===== config.mk =====
export PLATFORM = sky130hd
export DESIGN_NAME = tecp_queue
export DESIGN_NICKNAME = d
export VERILOG_FILES = /design/src/hdl/tecp_pkg.sv /design/src/hdl/tecp_queue.sv
export SDC_FILE = /design/constraint.sdc
export NUM_CORES = 1
export LEC_CHECK = 0
export BUFFER_PORTS_ARGS = -buffer_cell sky130_fd_sc_hd__buf_2
export CORE_UTILIZATION = 30
export CTS_BUF_LIST = sky130_fd_sc_hd__clkbuf_4
export CTS_CLUSTER_DIAMETER = 60
export CTS_CLUSTER_SIZE = 24
export DETAILED_ROUTE_END_ITERATION = 7
export GPL_TIMING_DRIVEN = 0
export PLACE_DENSITY = 0.5
export SYNTH_ARGS = -nofsm -noshare
export SYNTH_HDL_FRONTEND = slang
export SYNTH_SLANG_ARGS = --single-unit

===== constraint.sdc =====
create_clock -name clk -period 15 [get_ports clk]
set_clock_uncertainty 0.15 [all_clocks]
set_input_delay 3 -clock clk [delete_from_list [all_inputs] [get_ports clk]]
set_output_delay 3 -clock clk [all_outputs]
set_load 0.05 [all_outputs]

===== src/hdl/tecp_pkg.sv =====
package tecp_pkg;

	// Coordinate format: signed, COORD_BITS wide (Q3.12)
	localparam int COORD_BITS = 16;
	// Edge and cut deltas need one more bit
	localparam int DIFF_BITS  = COORD_BITS + 1;
	// Single delta product
	localparam int MUL_BITS   = 2 * DIFF_BITS;
	// Cross products: den, tn, sn
	localparam int PROD_BITS  = MUL_BITS + 1;
	// Interpolation numerator sn * delta
	localparam int NUM_BITS   = PROD_BITS + DIFF_BITS;
	// Divider step counter
	localparam int CNT_BITS   = $clog2(DIFF_BITS);
	// APB address width (four 32-bit registers)
	localparam int ADDR_BITS  = 4;

	typedef logic signed [COORD_BITS-1:0] coord_t;
	typedef logic signed [DIFF_BITS-1:0]  diff_t;
	typedef logic signed [MUL_BITS-1:0]   mul_t;
	typedef logic signed [PROD_BITS-1:0]  prod_t;
	typedef logic signed [NUM_BITS-1:0]   num_t;

	// Edge codes
	localparam logic [1:0] EDGE_AB = 2'd0;
	localparam logic [1:0] EDGE_BC = 2'd1;
	localparam logic [1:0] EDGE_CA = 2'd2;

	// Register indexes
	localparam logic [1:0] REG_CUT_START_X = 2'd0;
	localparam logic [1:0] REG_CUT_START_Y = 2'd1;
	localparam logic [1:0] REG_CUT_END_X   = 2'd2;
	localparam logic [1:0] REG_CUT_END_Y   = 2'd3;

	typedef struct packed {
		coord_t corner_a_x;
		coord_t corner_a_y;
		coord_t corner_a_z;
		coord_t corner_b_x;
		coord_t corner_b_y;
		coord_t corner_b_z;
		coord_t corner_c_x;
		coord_t corner_c_y;
		coord_t corner_c_z;
	} triangle_t;

	typedef struct packed {
		coord_t     hit_x;
		coord_t     hit_y;
		coord_t     hit_z;
		logic [1:0] edge_number;
		logic       last_of_triangle;
	} hit_t;

	typedef struct packed {
		coord_t start_x;
		coord_t start_y;
		coord_t end_x;
		coord_t end_y;
	} cut_t;

	// One crossing edge, handed from front to back
	typedef struct packed {
		coord_t     e1_x;
		coord_t     e1_y;
		coord_t     e1_z;
		diff_t      d_x;
		diff_t      d_y;
		diff_t      d_z;
		prod_t      sn;
		prod_t      den;
		logic [1:0] edge_number;
		logic       last;
	} job_t;

	typedef enum logic [2:0] {
		BK_IDLE,
		BK_MUL,
		BK_PREP,
		BK_DIV,
		BK_DONE
	} back_state_t;

endpackage


===== src/hdl/tecp_queue.sv =====
module tecp_queue import tecp_pkg::*; (
	input  logic clk,
	input  logic arst_n,
	input  job_t wr_job,
	input  logic push,
	output logic full,
	output job_t rd_job,
	output logic nempty,
	input  logic pop
);

	localparam int DEPTH = 4;
	localparam int PTR_BITS = $clog2(DEPTH);

	job_t                mem [DEPTH];
	logic [PTR_BITS-1:0] wr_q, rd_q;
	logic [PTR_BITS:0]   cnt_q;
	logic                do_push, do_pop;

	always_comb begin
		full    = (cnt_q == (PTR_BITS+1)'(DEPTH));
		nempty  = (cnt_q != '0);
		do_push = push && !full;
		do_pop  = pop && nempty;
		rd_job  = mem[rd_q];
	end

	// Pointers and fill count
	always_ff @(posedge clk or negedge arst_n) begin
		if (!arst_n) begin
			wr_q  <= '0;
			rd_q  <= '0;
			cnt_q <= '0;
		end else begin
			if (do_push)
				wr_q <= wr_q + 1'b1;
			if (do_pop)
				rd_q <= rd_q + 1'b1;
			if (do_push && !do_pop)
				cnt_q <= cnt_q + 1'b1;
			else if (do_pop && !do_push)
				cnt_q <= cnt_q - 1'b1;
		end
	end

	// Storage
	always_ff @(posedge clk) begin
		if (do_push)
			mem[wr_q] <= wr_job;
	end

endmodule


==> results by group, run 1 <==
Outcome
  • Status: finished, final reports clean

Routing
  • Wire per inst: 20.9 µm
  • DR pass1 iterations: 4
  • Post-route DRC: 0
  • DR iter-0 viols: 570
  • Post-Route WL: 53.0 mm
  • ANT nets after route: 0
  • Vias: 11200
  • Vias per cell: 4.42

Placement
  • Pre-CTS setup slack: 9.65 ns
  • HPWL Detailed: 33.9 mm
  • GPL Wtd Cong: 0.673
  • Buffers on Ports: 349

Setup path
  • CP max-delay cell: clkbuf_1
  • Top cell by count, worst path: buf_2
  • CP top delay family: buffers and inverters
  • Critical path launch point type: flop
  • Crit path kind: reg -> out
  • Critical Path Sink Type: output pin
  • CP required: 11.85 ns
  • Arrival @ worst endpoint: 2.90 ns
  • Critical path peak fanout: 10
  • R2R setup slack: 12.24 ns
  • Worst stage delay on the critical path: 0.64 ns
  • CP cell instances: buf_2, clkbuf_1, mux4_2, buf_2
  • CP bufs+invs: 3

Power and ir drop
  • Worst vdd ir: 0.119 mV
  • Total power draw: 0.00651 W
  • Leakage: 9.87 nW
  • PD cells: 218 nW/µm²

Die
  • Die height: 293 µm
  • Area of the die: 85700 µm²
  • Floorplan core area: 83700 µm²
  • Die X: 293 µm
  • Starting Density: 30.3%
  • # rows: 106
  • Num ports: 350

CTS
  • Post-CTS Setup Repair Bufs: 0
  • Clock root buffer: clkbuf_4
  • Clk_lat worst skew: 0.85 ns
  • Hold Buf Count CTS: 0
  • CTS tree: built
  • H-tree lvl count: 2
  • Clock sink total: 695
  • PostCTS Resize Cnt: 0
  • CTS max path bufs: 3
  • CTS buffer count: 56
  • CTS clock-pin slew for the worst setup and hold paths: 0.17 ns

Logic synthesis
  • Most frequent cells after synthesis: edfxtp_1 (688), mux4_2 (172), buf_2 (18)
  • Syn Area/Cell: 27.1 µm²
  • Top-count cell post-synth: edfxtp_1
  • Synth unique cells: 22
  • #FFs+latches synth: 695
  • Post-synth ARST share: 1.01%
  • Most common flop cell mapped by yosys: edfxtp_1
  • Synth Net Count: 1116
  • Cells after synthesis: 934
  • Top post-synthesis cells by area: edfxtp_1 (81%), mux4_2 (15%), buf_12 (0.87%)
  • Cell taking the most area after synthesis: edfxtp_1
  • Cell Area, Synth: 25400 µm²
  • Warnings from Yosys: 0
  • Yosys top cell area share: 81.5%
  • Seq/Total Area, Yosys: 82.2%
  • Post-synth EDFFs: 688

Global route
  • Vias in the first global route: 12000
  • First-pass GRT wire length: 78.6 mm
  • Grt ovf: 0
  • Largest net degree at the start of global routing: 53
  • Gr usage total: 12.3%
  • Initial antenna violation count: 18

STA
  • Worst Tran Pin Value: 0.823 ns
  • Slew Limit Fails: 0
  • Min Tclk post-route: 6.05 ns
  • Max Clock Freq: 0.165 GHz
  • Hold Fails Final Rpt: 0
  • Max_slew headroom: 45.2%
  • Hold_ws: 0.348 ns
  • Final period util: 40.3%
  • RSZ-0062 raised after global routing: false
  • Final Setup Violations: 0
  • Setup WS post-layout: 8.95 ns
  • Setup TNS: 0 ns

Hold path
  • Hold Crit Class: reg -> reg

Layout
  • Layout cells sized above 1: 48.6%
  • P&R area growth vs syn: 18.0%
  • Nets: 1535

Job
  • Max cap viols: 0
-- routing by layer --
metal  wire, µm  share of wire, %  global-route usage, %
met4        949               1.8                   2.75
met3       4190               7.9                   4.73
met2      25900                49                   20.2
met5        143              0.27                      0
met1      21900                41                   15.4
-- stage by stage --
step                util, %  instance area [µm²]  cells
finish                 35.7                29900   2542
global route           35.7                29900   2540
CTS                    35.7                29900   2534
detailed placement     34.5                28900   2429
global placement       34.1                28500   2417
floorplan                 -                25400    934
-- cell type report --
type	instances	area, µm²
Tap cell	1134	1420
Timing Repair Buffer	361	2080
Fill cell	7791	53800
Buffer	40	415
Clock buffer	61	458
Clock inverter	44	572
Sequential cell	695	20800
Inverter	3	11.3
Multi-Input combinational cell	196	4100
Antenna cell	8	20.0
-- sequential cells by signal (all words and copies together) (netlist names) --
signal and cells:
rd_q 2, mem 688, cnt_q 3, wr_q 2
-- cell usage in the layout (no fill, tap or decap), types with 2 or more instances in the layout --
cell          n
xnor2_1       4
bufinv_16     2
dfrtp_1       7
clkbuf_1      2
and2_4        4
edfxtp_1    688
inv_1         3
buf_6         8
inv_12        7
buf_16       12
diode_2       8
buf_2       367
inv_8         6
clkinvlp_4    5
buf_12       11
inv_6         8
clkinv_8      5
clkinv_16     2
mux4_2      172
ha_1          5
clkbuf_4     61
clkinv_4      6
xor2_1        2
-- report_power, final --
group | internal, W | switching (W)
registers | 0.00255 | 0.0000697
clock network | 0.000300 | 0.000714
logic | 0.000872 | 0.00201
-- kinds of logic after synthesis --
kind of cell	after synthesis	synth area share (%)
mux	174	15.4
simple gates	10	0.247
flops	695	82.2
buf+inv	43	1.68
xor+xnor	6	0.207
fa+ha+maj	6	0.326
-- final timing paths --
check,to,cells past startpoint,startpoint
min,cnt_q[2]$_DFFE_PN0P_,1,cnt_q[2]$_DFFE_PN0P_
min reg2reg,cnt_q[2]$_DFFE_PN0P_,1,cnt_q[2]$_DFFE_PN0P_
min in group asynchronous,cnt_q[2]$_DFFE_PN0P_,1,arst_n
max in group asynchronous,cnt_q[0]$_DFFE_PN0P_,1,arst_n
max reg2reg,mem[2][85]$_DFFE_PP_,6,cnt_q[2]$_DFFE_PN0P_
max,rd_job[72],4,rd_q[1]$_DFFE_PN0P_
(Power assumes the default switching activity.)
==> inputs of run 2 (changes only) <==
- PLACE_DENSITY: 0.5 -> 0.52
- clock period: 15 -> 5 ns (I/O delays scaled with it)
==> results by group, run 2 (synthesis gave the netlist of run 1 again) <==
Setup path
  • CP bufs+invs: 3 (unchanged)
  • Crit Reg-Reg Endpoint: mem[0][40]$_DFFE_PP_
  • Arrival @ worst endpoint: 3.15 ns (+0.25 ns)
  • Critical path launch point type: flop
  • R2R setup slack: 2.25 ns (-9.99 ns)
  • Cell count of the worst reg-to-reg path: 6 (unchanged)
  • CP required: 3.85 ns (-8.00 ns)
  • Crit path kind: reg -> out
  • Top cell by count, worst path: buf_2
  • CP top delay family: buffers and inverters
  • Worst flop-to-flop path startpoint: cnt_q[2]$_DFFE_PN0P_
  • Critical Path Sink Type: output pin
  • CP max-delay cell: clkbuf_1
  • Critical path peak fanout: 10 (unchanged)
  • CP cell instances: clkbuf_1, buf_2, mux4_2, buf_2
  • Worst stage delay on the critical path: 0.75 ns (+0.11 ns)

STA
  • Max_slew headroom: 32.2% (-13 points)
  • Min Tclk post-route: 4.30 ns
  • RSZ-0062 raised after global routing: false
  • Worst Tran Pin Value: 1.02 ns (+0.194 ns)
  • Slew Limit Fails: 0 (unchanged)
  • Final period util: 86.1%
  • Setup WS post-layout: 0.697 ns (-8.25 ns)
  • Max Clock Freq: 0.232 GHz
  • Hold Fails Final Rpt: 0 (unchanged)
  • Hold_ws: 0.147 ns (-0.201 ns)
  • Final Setup Violations: 0 (unchanged)

Placement
  • Post-DP Area: 28900 µm² (about the same)
  • Buffers on Ports: 349 (unchanged)
  • Pre-CTS setup slack: 1.36 ns (-8.28 ns)
  • HPWL Detailed: 34.1 mm (+0.74%)
  • GPL Wtd Cong: 0.673 (about the same)

Global route
  • Gr usage total: 12.4% (+0.016 points)
  • First-pass GRT wire length: 78.8 mm (+0.22%)
  • Largest net degree at the start of global routing: 52 (-1.9%)
  • Initial antenna violation count: 22 (+4)
  • Vias in the first global route: 12200 (+1.7%)
  • Grt ovf: 0 (unchanged)

Layout
  • Biggest regs: mem x688, cnt_q x3
  • Most flop-heavy register: mem
  • P&R area growth vs syn: 18.4%
  • Register area: 20800 µm² (unchanged)
  • Final instance area: 30000 µm² (+0.40%)
  • Nets: 1545 (+0.65%)
  • Multi-input logic area: 4100 µm² (unchanged)
  • Max FFs per register: 688 (unchanged)
  • Fill cells: 7754 (-0.47%)
  • Layout cells sized above 1: 48.3% (-0.31 points)
  • Commonest non-fill, non-tap cell in the layout: edfxtp_1
  • Most frequent cells in the layout: edfxtp_1 (688), buf_2 (367), mux4_2 (172), clkbuf_4 (60)

Die
  • Floorplan core area: 83700 µm² (unchanged)
  • # rows: 106 (unchanged)
  • Die X: 293 µm (unchanged)
  • Area of the die: 85700 µm² (unchanged)
  • Die height: 293 µm (unchanged)
  • Num ports: 350 (unchanged)
  • Starting Density: 30.3% (unchanged)

CTS
  • CTS buffer count: 56 (unchanged)
  • Clock sink total: 695 (unchanged)
  • Clock root buffer: clkbuf_4
  • CTS clock-pin slew for the worst setup and hold paths: 0.19 ns (+0.02 ns)
  • H-tree lvl count: 2 (unchanged)
  • Clk_lat worst skew: 0.88 ns (+0.03 ns)
  • CTS tree: built
  • CTS max path bufs: 3 (unchanged)
  • PostCTS Resize Cnt: 0 (unchanged)

Routing
  • DR iter-0 viols: 547 (-4.0%)
  • Vias: 11300 (+0.53%)
  • Post-Route WL: 53.0 mm (about the same)
  • ANT nets after route: 0 (unchanged)
  • Vias per cell: 4.43 (+0.34%)
  • Post-route DRC: 0 (unchanged)
  • DR pass1 iterations: 4 (unchanged)
  • Wire per inst: 20.8 µm (-0.17%)

Power and ir drop
  • Worst vdd ir: 0.364 mV (+210%)
  • Leakage: 9.93 nW (+0.65%)
  • Total power draw: 0.0196 W (+200%)
  • PD cells: 652 nW/µm² (+200%)

Hold path
  • Worst Hold Endpoint: mem[0][152]$_DFFE_PP_
  • Hold Crit Depth: 1 (unchanged)
  • Hold_sp: wr_job[152]
  • Hold Crit Class: in -> reg

Outcome
  • Status: finished, final reports clean

Job
  • Max cap viols: 0 (unchanged)
run 2: cell count changes in the layout (fill, tap and decap cells not counted):
cell,before,now
dlygate4sd3_1,0,9
clkinv_8,5,10
diode_2,8,4
clkinvlp_4,5,2
clkinv_4,6,4
inv_16,1,3
inv_8,6,4
buf_12,11,12
clkbuf_4,61,60
clkinv_16,2,1
clkinv_2,1,2
inv_12,7,6
inv_6,8,9
run 2: power by group:
part           switching, W  leakage, nW  internal (W)
clock network       0.00217        0.549      0.000908
registers          0.000213         6.38       0.00766
logic               0.00601         3.00       0.00263
run 2: routing by layer:
metal  share of wire (%)  vias to the layer above  global-route usage, %  wire length (µm)
met3                 8.3                      112                   4.99              4380
li1                    -                     4954                      -                 -
met5                0.44                        -                      0               236
met2                  49                      277                   20.6             26000
met1                  40                     5906                   14.9             21400
met4                 2.0                       36                   2.95              1060
run 2: repair_timing:
item	in CTS	in global routing
setup buffers	0	0
hold buffers	9	0
hold endpoints to repair	30	0
run 2: area by class of cell:
| class | instances | share of cell area [%] |
|---|---|---|
| Antenna cell | 4 | 0.0333 |
| Clock buffer | 60 | 1.50 |
| Multi-Input combinational cell | 196 | 13.7 |
| Buffer | 40 | 1.38 |
| Sequential cell | 695 | 69.4 |
| Tap cell | 1134 | 4.72 |
| Clock inverter | 44 | 1.99 |
| Timing Repair Buffer | 371 | 7.28 |
| Inverter | 3 | 0.0375 |
run 2: worst max-delay path by stage:
stage / from / to / slack [ns] / cells after the start
final: rd_q[1]$_DFFE_PN0P_ / rd_job[105] / 0.70 / 4
after global routing: rd_q[1]$_DFFE_PN0P_ / rd_job[105] / 0.37 / 4
after floorplan: push / mem[0][0]$_DFFE_PP_ / 1.01 / 3
after CTS: rd_q[1]$_DFFE_PN0P_ / rd_job[105] / 0.29 / 4
after global placement: push / mem[3][53]$_DFFE_PP_ / -1.24 / 4
after detailed placement: rd_q[1]$_DFFE_PN0P_ / rd_job[105] / 1.36 / 4
run 2: per-stage QoR:
| stage | std cells | utilization (%) | setup TNS [ns] |
|---|---|---|---|
| global placement | 2417 | 34.1 | -824.71 |
| floorplan | 934 | - | 0 |
| global route | 2545 | 35.9 | 0 |
| finish | 2547 | 35.9 | 0 |
| detailed placement | 2430 | 34.5 | 0 |
| CTS | 2543 | 35.9 | 0 |
run 2: worst reg2reg max path: stages, from the launching register on:
cell and delay [ns]:
dfrtp_1 0.44, nor3b_2 0.18, nor2b_1 0.10, buf_2 0.20, and2_4 0.58, buf_16 0.34
buf_16 0.38
==> inputs of run 3 (changes only) <==
- CORE_MARGIN: not set -> 4
- CORE_UTILIZATION: 30 -> 35
- PLACE_DENSITY: 0.52 -> 0.58
==> results by group, run 3 (synthesis gave the netlist of run 1 again) <==
Layout
  • Most flop-heavy register: mem
  • Fill cells: 6333 (-18%)
  • Final instance area: 29600 µm² (-1.4%)
  • P&R area growth vs syn: 16.8%
  • Post-Route Utilization: 41.4% (+5.5 points)
  • Most frequent cells in the layout: edfxtp_1 (688), buf_2 (367), mux4_2 (172), clkbuf_4 (50), buf_16 (12)
  • Nets: 1528 (-1.1%)
  • Commonest non-fill, non-tap cell in the layout: edfxtp_1
  • Biggest regs: mem x688, cnt_q x3
  • Final instance count without filler cells: 2342 (-8.0%)
  • Max FFs per register: 688 (unchanged)
  • Layout cells sized above 1: 47.9% (-0.39 points)

Die
  • Die X: 277 µm (-5.3%)
  • Die height: 277 µm (-5.3%)
  • Floorplan core area: 71600 µm² (-14%)
  • Num ports: 350 (unchanged)
  • Area of the die: 76800 µm² (-10%)
  • Starting Density: 35.4% (+5.1 points)
  • # rows: 98 (-7.5%)

CTS
  • H-tree lvl count: 2 (unchanged)
  • Clock sink total: 695 (unchanged)
  • CTS clock-pin slew for the worst setup and hold paths: 0.22 ns (+0.03 ns)
  • CTS buffer count: 48 (-14%)
  • Clk_lat worst skew: 0.86 ns (-0.02 ns)
  • Post-CTS Setup Repair Bufs: 0 (unchanged)
  • CTS tree: built
  • Clock root buffer: clkbuf_4
  • CTS max path bufs: 3 (unchanged)

STA
  • Min Tclk post-route: 4.03 ns (-0.272 ns)
  • RSZ-0062 raised after global routing: false
  • Hold_ws: 0.153 ns (+0.00656 ns)
  • Final period util: 80.6% (-5.4 points)
  • Max Clock Freq: 0.248 GHz (+6.7%)
  • Slew Limit Fails: 0 (unchanged)
  • Worst Tran Pin Value: 0.754 ns (-0.262 ns)
  • Max_slew headroom: 49.7% (+17 points)
  • Final Setup Violations: 0 (unchanged)
  • Hold Fails Final Rpt: 0 (unchanged)

Global route
  • First-pass GRT wire length: 78.2 mm (-0.68%)
  • Gr usage total: 13.4% (+1.0 points)
  • Initial antenna violation count: 17 (-23%)
  • Vias in the first global route: 12100 (-0.49%)
  • Largest net degree at the start of global routing: 54 (+3.8%)
  • Grt ovf: 0 (unchanged)

Setup path
  • CP required: 3.85 ns (about the same)
  • Critical Path Sink Type: output pin
  • CP Depth: 4 (unchanged)
  • Crit path kind: reg -> out
  • Top cell by count, worst path: buf_2
  • Critical path peak fanout: 10 (unchanged)
  • Critical path launch point type: flop
  • Arrival @ worst endpoint: 2.88 ns (-0.27 ns)
  • CP bufs+invs: 3 (unchanged)
  • Cell count of the worst reg-to-reg path: 6 (unchanged)
  • Worst stage delay on the critical path: 0.57 ns (-0.18 ns)
  • CP top delay family: buffers and inverters
  • CP max-delay cell: clkbuf_1
  • CP cell instances: clkbuf_1, buf_2, mux4_2, buf_2

Placement
  • Post-DP Area: 28600 µm² (-0.87%)
  • Cells after DPL: 2245 (-7.6%)
  • Buffers on Ports: 349 (unchanged)
  • GPL Wtd Cong: 0.687 (+2.0%)
  • HPWL Detailed: 33.4 mm (-2.1%)

Power and ir drop
  • Leakage: 9.83 nW (-1.0%)
  • PD cells: 656 nW/µm² (+0.58%)
  • Worst vdd ir: 0.414 mV (+14%)

Routing
  • Vias per cell: 4.76 (+7.3%)
  • DR pass1 iterations: 5 (+1)
  • DR iter-0 viols: 641 (+17%)
  • Wire per inst: 22.1 µm (+6.3%)
  • Post-Route WL: 51.9 mm (-2.2%)
  • ANT nets after route: 0 (unchanged)
  • Vias: 11100 (-1.3%)
  • Post-route DRC: 0 (unchanged)

Outcome
  • Status: finished, final reports clean

Job
  • Max cap viols: 0 (unchanged)

Hold path
  • Hold Crit Depth: 1 (unchanged)
  • Hold Crit Class: in -> reg
run 3: cell types whose count changed in the layout (fill, tap and decap cells not counted), moves of 2 or more:
cell,before,now
inv_12,6,3
clkinv_4,4,2
clkbuf_4,60,50
diode_2,4,9
bufinv_16,2,6
inv_16,3,1
inv_8,4,6
inv_6,9,4
clkinv_8,10,7
dlygate4sd3_1,9,1
run 3: final cells by class:
cell class	count	area, µm²	area share, %
Clock inverter	37	579	1.96
Tap cell	950	1190	4.01
Inverter	3	11.3	0.0380
Timing Repair Buffer	362	2090	7.05
Clock buffer	50	375	1.27
Sequential cell	695	20800	70.3
Multi-Input combinational cell	196	4100	13.9
Antenna cell	9	22.5	0.0760
Buffer	40	415	1.40
run 3: repair_timing:
action	4_1_cts	5_1_grt
resized for setup	0	0
hold buffers	1	0
hold endpoints to repair	7	0
run 3: worst register-to-register path, delay by kind of cell, from the launching register on:
kind / cells / cell delay (ns)
AND/OR/NAND/NOR: 3 / 0.90
buffers and inverters: 3 / 0.89
flip-flops: 1 / 0.44
run 3: final timing paths:
path | start | to | slack [ns]
worst min-delay path | wr_job[163] | mem[0][163]$_DFFE_PP_ | 0.15
worst max-delay path | rd_q[1]$_DFFE_PN0P_ | rd_job[92] | 0.97
worst max register to register | cnt_q[2]$_DFFE_PN0P_ | mem[1][43]$_DFFE_PP_ | 2.23
max in group asynchronous | arst_n | wr_q[1]$_DFFE_PN0P_ | 4.16
worst min register to register | cnt_q[2]$_DFFE_PN0P_ | cnt_q[2]$_DFFE_PN0P_ | 0.35
min in group asynchronous | arst_n | rd_q[1]$_DFFE_PN0P_ | 0.35
run 3: power breakdown:
group	internal, W	switching (W)
sequential	0.00766	0.000216
clock	0.000959	0.00199
combinational	0.00262	0.00599
run 3: per-layer routing:
layer | GRT usage (%) | share of wire (%) | up-vias
met5 | 0 | 0.21 | -
met4 | 2.80 | 1.8 | 14
met3 | 4.68 | 7.6 | 80
met2 | 22.6 | 50 | 281
met1 | 16.8 | 40 | 5871
li1 | - | - | 4893
run 3: stage by stage:
step | power, W | worst slack, ns | TNS [ns]
floorplan | 0.0146 | 1.01 | 0
global placement | 0.0168 | -1.12 | -743.01
detailed placement | 0.0169 | 1.66 | 0
CTS | 0.0198 | 0.699 | 0
global route | 0.0204 | 0.648 | 0
finish | 0.0194 | 0.969 | 0
